### src/design/crr_pkg.sv
// Shared codes and fixed widths for the capture ring readout block.
`timescale 1ns / 1ps

package crr_pkg;

  // Operation codes on func
  localparam logic [1:0] FN_STORE  = 2'd0;
  localparam logic [1:0] FN_LOCATE = 2'd1;
  localparam logic [1:0] FN_READ   = 2'd2;

  // Configuration register indexes
  localparam logic [2:0] CFG_RLE_MODE     = 3'd0;
  localparam logic [2:0] CFG_PRE_COUNT    = 3'd1;
  localparam logic [2:0] CFG_POST_COUNT   = 3'd2;
  localparam logic [2:0] CFG_TRIGGER_ADDR = 3'd3;
  localparam logic [2:0] CFG_LAST_ADDR    = 3'd4;

  // Field widths
  localparam int WORD_W  = 16;
  localparam int COUNT_W = 15;
  localparam int ADDR_W  = 14;
  localparam int CFG_W   = 15;

  // Operand width of the ring-address reducer (start plus index, or a count)
  localparam int MOD_W = 17;

endpackage

### src/design/crr_mod_unit.sv
// Iterative reduction of an address or count modulo the ring length.
`timescale 1ns / 1ps

module crr_mod_unit #(
  parameter int BUF_LEN = 16384
) (
  input  logic                       clk,
  input  logic                       rst,
  input  logic                       start,
  input  logic [crr_pkg::MOD_W-1:0]  value,
  output logic                       done,
  output logic [$clog2(BUF_LEN)-1:0] result
);

  localparam int AW = $clog2(BUF_LEN);
  localparam int K  = crr_pkg::MOD_W - AW;
  localparam int KW = $clog2(K + 1);
  localparam logic [crr_pkg::MOD_W-1:0] BASE = crr_pkg::MOD_W'(BUF_LEN);

  logic [crr_pkg::MOD_W-1:0] v;
  logic [crr_pkg::MOD_W-1:0] sub;
  logic [KW-1:0]             k;
  logic                      active;

  // Subtract the ring length scaled by 2^k, largest scale first
  assign sub    = BASE << k;
  assign result = v[AW-1:0];

  always_ff @(posedge clk) begin
    if (rst) begin
      active <= 1'b0;
      done   <= 1'b0;
    end else begin
      done <= active && (k == '0);
      if (start) begin
        active <= 1'b1;
      end else if (active && (k == '0)) begin
        active <= 1'b0;
      end
    end
  end

  always_ff @(posedge clk) begin
    if (start) begin
      v <= value;
      k <= KW'(K);
    end else if (active) begin
      if (v >= sub) begin
        v <= v - sub;
      end
      if (k != '0) begin
        k <= k - 1'b1;
      end
    end
  end

endmodule

### config.mk
export PLATFORM = sky130hd
export DESIGN_NAME = crr_mod_unit
export DESIGN_NICKNAME = d
export VERILOG_FILES = /design/src/design/crr_pkg.sv /design/src/design/crr_mod_unit.sv
export SDC_FILE = /design/constraint.sdc
export NUM_CORES = 1
export LEC_CHECK = 0
export ABC_AREA = 1
export BUFFER_PORTS_ARGS = -buffer_cell sky130_fd_sc_hd__buf_2
export CAP_MARGIN = 20
export CORE_ASPECT_RATIO = 1.1
export CORE_MARGIN = 2
export CORE_UTILIZATION = 49
export CTS_CLUSTER_DIAMETER = 40
export DETAILED_ROUTE_END_ITERATION = 7
export PLACE_DENSITY = 0.79
export SLEW_MARGIN = 20
export SYNTH_ARGS = -nofsm -noshare
export SYNTH_HDL_FRONTEND = slang
export SYNTH_SLANG_ARGS = --single-unit
### constraint.sdc
create_clock -name clk -period 2.73 [get_ports clk]
set_input_delay 0.1365 -clock clk [delete_from_list [all_inputs] [get_ports clk]]
set_output_delay 0.1365 -clock clk [all_outputs]
set_load 0.005 [all_outputs]
==> metrics, run 1 <==
Area Growth Syn to Fin=9.932%; most frequent cells in the layout=48 x nand2_1, 34 x buf_2, 17 x edfxtp_1, 12 x inv_1, 6 x ha_1; I/O pins=35; GR Util All Layers=0.1497; Final Critical Period=2.192 ns; Avg Inst Size Synth=9.238 um^2; Int Power=512.3 uW; CTS H-tree depth=1; CTS sink count=21; drc violations=0; Bufs on Longest Clock Path=2; status=finished, final reports clean; final setup TNS=0 ns; router iterations before antenna repair=4; Max Clk Rate=about 460 MHz; clock root buffer=clkbuf_4; post-synthesis register bit count=21; average wire per standard cell=approximately 11 um; Netlist cell types=17; NetSw=194.1 uW; Critical Path Start Type=register; class of the worst hold path=in2reg; # Max-Cap Violations=0; CP max FO=14; final std cells w/o fill=171; Cell Chain, Critical Path=inv_1, ha_1, inv_1, ha_1, nand2_1, nand3_1, nand2_1, nand2_1, nand2_1, nand2_1; most common cell after layout, fill and taps aside=nand2_1; Lkg Pwr=between 0.0006 and 0.0007 uW; Crit Path Class=reg2reg; final hold vios=0; sequential share of the synthesized area=0.5327; DP Cell Count=166; largest net degree at the start of global routing=25; first-pass GRT wire length=2.911 mm; Die ar.=2659 um^2; fraction of layout cells with a size suffix above 1=0.2908; max-slew violations=0; overall power=slightly above 700 uW; switching fraction of total power=0.2748; Worst Max-Slew Pin Slew=0.5606 ns; Core Region=2185 um^2; HPWL after DPL=about 1.4 mm; RSZ-0062 raised after global routing=no; CP most frequent cell=nand2_1; Ant. Diodes=0; Worst Path Required=2.68 ns; CP endpoint kind=register; overall routed net length=1.840 mm; sequential power share=0.583; Worst slew margin=0.6254; Via-to-Cell Ratio=4.608; Final ANT Viol Nets=0; initial antenna violation count=0; maximum VDD drop=416.5 uV; setup bufs post-CTS=0; PD cells=579.6 nW/um^2; Post-Syn Area=1109 um^2; row count=18; Initial Util=0.5074; CP max-delay cell=nand2_1; die span in y=~54 um; Num CTS Buffers=3; Port-buffer cells=34; Clk pin slew, worst setup/hold paths=0.11 ns; FILL cells=197; via count=788; Clock Latency Late Sink=roughly 0.30 ns; Initial DRC Count=24; CTS tree=built; critical path arrival=2.14 ns; crit share post-route=0.8031; vias in the first global route=733; Mapped Nets=146; Layout Nets=168; Clk pwr share=0.207; Slowest Stage Delay on Critical Path=0.42 ns; Comb power frac=0.211; Post-Syn Instances=120; Hold Slack=0.08348 ns; Worst Clk Skew=0.003549 ns; gpl congestion=0.7351; final setup fails=0; GRT Residual Overflow=0; total number of yosys warnings=0; die width=49.35 um
[logic make-up after synthesis]
kind of cell               after synthesis  synth area share
adders and majority gates                6           0.06772
AOI/OAI and AO/OA                        5           0.02257
DFF                                     21            0.5327
xor gates and xnor gates                 1          0.007902
buffers and inverters                   32            0.1693
and+or+nand+nor                         55            0.1998
[area by class of cell]
type	instances	area, um^2	area share
Multi-Input combinational cell	67	330.3	0.2710
Sequential cell	21	590.6	0.4846
Inverter	14	52.55	0.04312
Clock buffer	3	22.52	0.01848
Tap cell	30	37.54	0.03080
Timing Repair Buffer	35	180.2	0.1478
Clock inverter	1	5.005	0.004107
[stage by stage]
stage	cell area, um^2	setup slack [ns]	utilization
2_1_floorplan	1109	0.8280	-
3_3_place_gp	1181	0.7087	0.5407
3_5_place_dp	1181	0.5424	0.5407
4_1_cts	1219	0.5134	0.5578
5_1_grt	1219	0.3759	0.5578
6_report	1219	0.5375	0.5578
[final timing paths]
kind / to / slack, ns / cells past startpoint / from
worst max-delay path: v[15] / 0.54 / 10 / k[0]
worst min register to register: k[0] / 0.50 / 2 / k[0]
worst min-delay path: v[2] / 0.08 / 3 / value[2]
worst max register to register: v[15] / 0.54 / 10 / k[0]
[registers in the layout, summed over array words and instances (netlist names)]
signal and count:
v 17, k 2, active 1, done 1
[critical path, delay by kind of cell (launching register included)]
kind	cells	cell delay [ns]
adder cells (fa/ha/maj)	2	0.54
AND/OR/NAND/NOR	6	0.79
flip-flops	1	0.34
buffers and inverters	2	0.17
[layer usage]
| metal | routed length, um | up-vias | global-route usage |
|---|---|---|---|
| met2 | 896 | 39 | 0.2793 |
| met1 | 804 | 342 | 0.1622 |
| met3 | 112 | 4 | 0.02500 |
| met4 | 26 | 0 | 0.09048 |
| met5 | 0 | - | 0 |
| li1 | - | 403 | - |
[power groups by stage]
stage	clock (uW)	combinational [uW]	sequential, uW
global route	164	170	417
CTS	151	151	412
finish	146	149	412
detailed placement	0	149	419
global placement	0	137	417
floorplan	0	126	415
[Yosys cell counts]
master	number	area (um^2)
dfxtp_1	4	80.08
edfxtp_1	17	510.5
buf_6	1	11.26
nand3_1	3	15.01
inv_1	12	45.04
nor2_1	1	3.750
nor2_4	1	11.26
clkbuf_1	1	3.750
o21ai_0	3	15.01
buf_4	16	120.1
inv_2	2	7.510
nand4_1	1	6.260
xor2_1	1	8.760
a21oi_1	2	10.01
nor3_1	1	5.000
nand2_1	48	180.2
ha_1	6	75.07
[what timing repair did]
action,4_1_cts,5_1_grt
resized for setup,0,0
endpoints found under the hold margin,2,0
hold buffers,1,0
Power figures use the tool's default switching activity.
==> run 2: changes to the inputs <==
--- a/config.mk
+++ b/config.mk
@@ -10,10 +10,10 @@
 export CAP_MARGIN = 20
 export CORE_ASPECT_RATIO = 1.1
 export CORE_MARGIN = 2
-export CORE_UTILIZATION = 49
+export CORE_UTILIZATION = 45
 export CTS_CLUSTER_DIAMETER = 40
 export DETAILED_ROUTE_END_ITERATION = 7
-export PLACE_DENSITY = 0.79
+export PLACE_DENSITY = 0.77
 export SLEW_MARGIN = 20
 export SYNTH_ARGS = -nofsm -noshare
 export SYNTH_HDL_FRONTEND = slang
==> constraint.sdc (replaced) <==
create_clock -name clk -period 1.8 [get_ports clk]
set_input_delay 0.09 -clock clk [delete_from_list [all_inputs] [get_ports clk]]
set_output_delay 0.09 -clock clk [all_outputs]
set_load 0.005 [all_outputs]
==> run 2 against run 1 <==
Sequential share of layout area decreased by 2.9 points. Setup slack worse by 0.43 ns. Power up 57%. Via count is 0.76% lower. Non-clock buffer count rose by 3. Flip-flop and latch count did not move. Fmax up 30%. Count of clock-buffer cells in the layout up 1. First-iteration DRC count down 63%. Largest power group unchanged.
==> metrics, run 2 (synthesized netlist as in run 1, its figures left out) <==
Reg2Reg Setup Slack=0.11 ns; Cell Chain, Critical Path=inv_2, ha_1, inv_1, ha_4, nand2_1, nand3_1, nand2_1, nand2_1, nand2_2, nand2_4; DP Cell Count=169; Setup crit end=v[14]; pre-CTS WS=-0.06545 ns; Lkg Pwr=0.0006533 uW; largest net degree at the start of global routing=24; CTS sink count=21; most frequent cells in the layout=46 x nand2_1, 34 x buf_2, 17 x edfxtp_1, 10 x inv_1, 4 x inv_2; most common cell after layout, fill and taps aside=nand2_1; I/O pins=35; clock root buffer=clkbuf_4; Ant. Diodes=0; Comb power frac=0.235; Critical Path Start Type=register; Core Region=2297 um^2; Die ar.=2877 um^2; CP endpoint kind=register; vias in the first global route=749; Area Growth Syn to Fin=17.38%; Bufs on Longest Clock Path=2; Worst path depth=10; Largest register FFs=17; via count=782; first-pass GRT wire length=~3.0 mm; average wire per standard cell=10.75 um; Port-buffer cells=34; Worst Path Required=1.82 ns; switching fraction of total power=0.2738; Layout Nets=172; # Max-Cap Violations=0; maximum VDD drop=about 480 uV; CP max-delay cell=dfxtp_2; Clock Latency Late Sink=0.30 ns; Max Clk Rate=approximately 600 MHz; HPWL after DPL=1.400 mm; critical path startpoint=k[1]; Top delay family on crit path=simple AND/OR/NAND/NOR gates; sequential power share=0.568; worst path buffer plus inverter count=2; critical path arrival=1.71 ns; Via-to-Cell Ratio=between 4 and 5; Worst Max-Slew Pin Slew=0.3319 ns; NetSw=303.5 uW; leading registers by flop count=v x17, k x2; class of the worst hold path=in2reg; Worst Reg-to-Reg Cells=10; Crit Path Class=reg2reg; FF-to-FF End=v[14]; final hold vios=0; CTS tree=built; GRT Residual Overflow=0; die width=51.33 um; fin worst setup slack=roughly 0.11 ns; fraction of layout cells with a size suffix above 1=0.3655; Initial DRC Count=9; status=finished, final reports clean; drc violations=0; die span in y=between 50 and 60 um; Final ANT Viol Nets=0; Clk pwr share=0.197; router iterations before antenna repair=4; overall routed net length=1.881 mm; Worst Clk Skew=0.003633 ns; crit share post-route=0.9376; Initial Util=0.4826; Num CTS Buffers=3; Clk pin slew, worst setup/hold paths=0.11 ns; Int Power=~810 uW; initial antenna violation count=0; Final Critical Period=1.688 ns; Top reg by flops=v; CP most frequent cell=nand2_1; Hold Slack=a little over 0.04 ns; placed cell areas=about 1200 um^2; final std cells w/o fill=175; Slowest Stage Delay on Critical Path=approximately 0.35 ns; RSZ-0062 raised after global routing=no; GR Util All Layers=0.1406; CTS H-tree depth=1; Worst slew margin=0.7784; gpl congestion=0.7509; row count=18; setup bufs post-CTS=0; reg2reg start=k[1]; CP max FO=7; final instance area=1301 um^2; PD cells=852.0 nW/um^2; final setup fails=0; max-slew violations=0
run 2: cell types whose count changed in the layout (fill, tap and decap cells not counted), moves of 2 or more:
cell	delta
buf_4	+3
dfxtp_1	-2
dfxtp_2	+2
ha_1	-3
ha_4	+3
inv_1	-2
inv_2	+2
nand2_1	-2
nand2_4	+2
run 2: timing repair:
action                                  CTS  global route
hold buffers                              1             0
resized for setup                         1            10
endpoints found under the setup margin   14            15
cloned                                    0             1
endpoints found under the hold margin     2             0
pin swaps                                 0             1
run 2: layout make-up:
cell class                      instances  area, um^2
Fill cell                             226       996.0
Tap cell                               30       37.54
Multi-Input combinational cell         68       389.1
Timing Repair Buffer                   38       202.7
Sequential cell                        21       593.1
Clock buffer                            4       26.28
Inverter                               14       52.55
run 2: how the worst min path moves through the flow:
| stage | startpoint | endpoint | slack [ns] | depth (start not counted) |
|---|---|---|---|---|
| floorplan | rst | active | 0.16 | 1 |
| global placement | rst | active | 0.27 | 2 |
| detailed placement | rst | active | 0.28 | 2 |
| CTS | value[0] | v[0] | 0.04 | 3 |
| global route | value[2] | v[2] | 0.03 | 3 |
| finish | value[2] | v[2] | 0.04 | 3 |
run 2: per-layer routing:
metal  track usage  up-vias  share of wire
met4       0.05639        0          0.012
met5             0        -              0
met1        0.1620      334           0.44
li1              -      412              -
met2        0.2523       33           0.49
met3       0.02419        3          0.054
run 2: worst reg2reg max path, stage by stage (launching register included):
cell and delay, ns:
dfxtp_2 0.35, inv_2 0.08, ha_1 0.15, inv_1 0.06, ha_4 0.27, nand2_1 0.07
nand3_1 0.08, nand2_1 0.06, nand2_1 0.07, nand2_2 0.09, nand2_4 0.12
run 2: per-stage QoR:
stage,total power (uW),util,TNS (ns)
after floorplan,821.4,-,0
after global placement,851.7,0.5251,0
after detailed placement,868.5,0.5251,-0.9121
after CTS,1085,0.5430,0
after global routing,1180,0.5664,0
final,1109,0.5664,0
run 2: power by group through the flow:
stage	logic [uW]	registers [uW]	clock network (uW)
finish	261	630	218
global route	298	638	244
CTS	239	623	223
detailed placement	235	634	0
global placement	220	632	0
floorplan	192	629	0
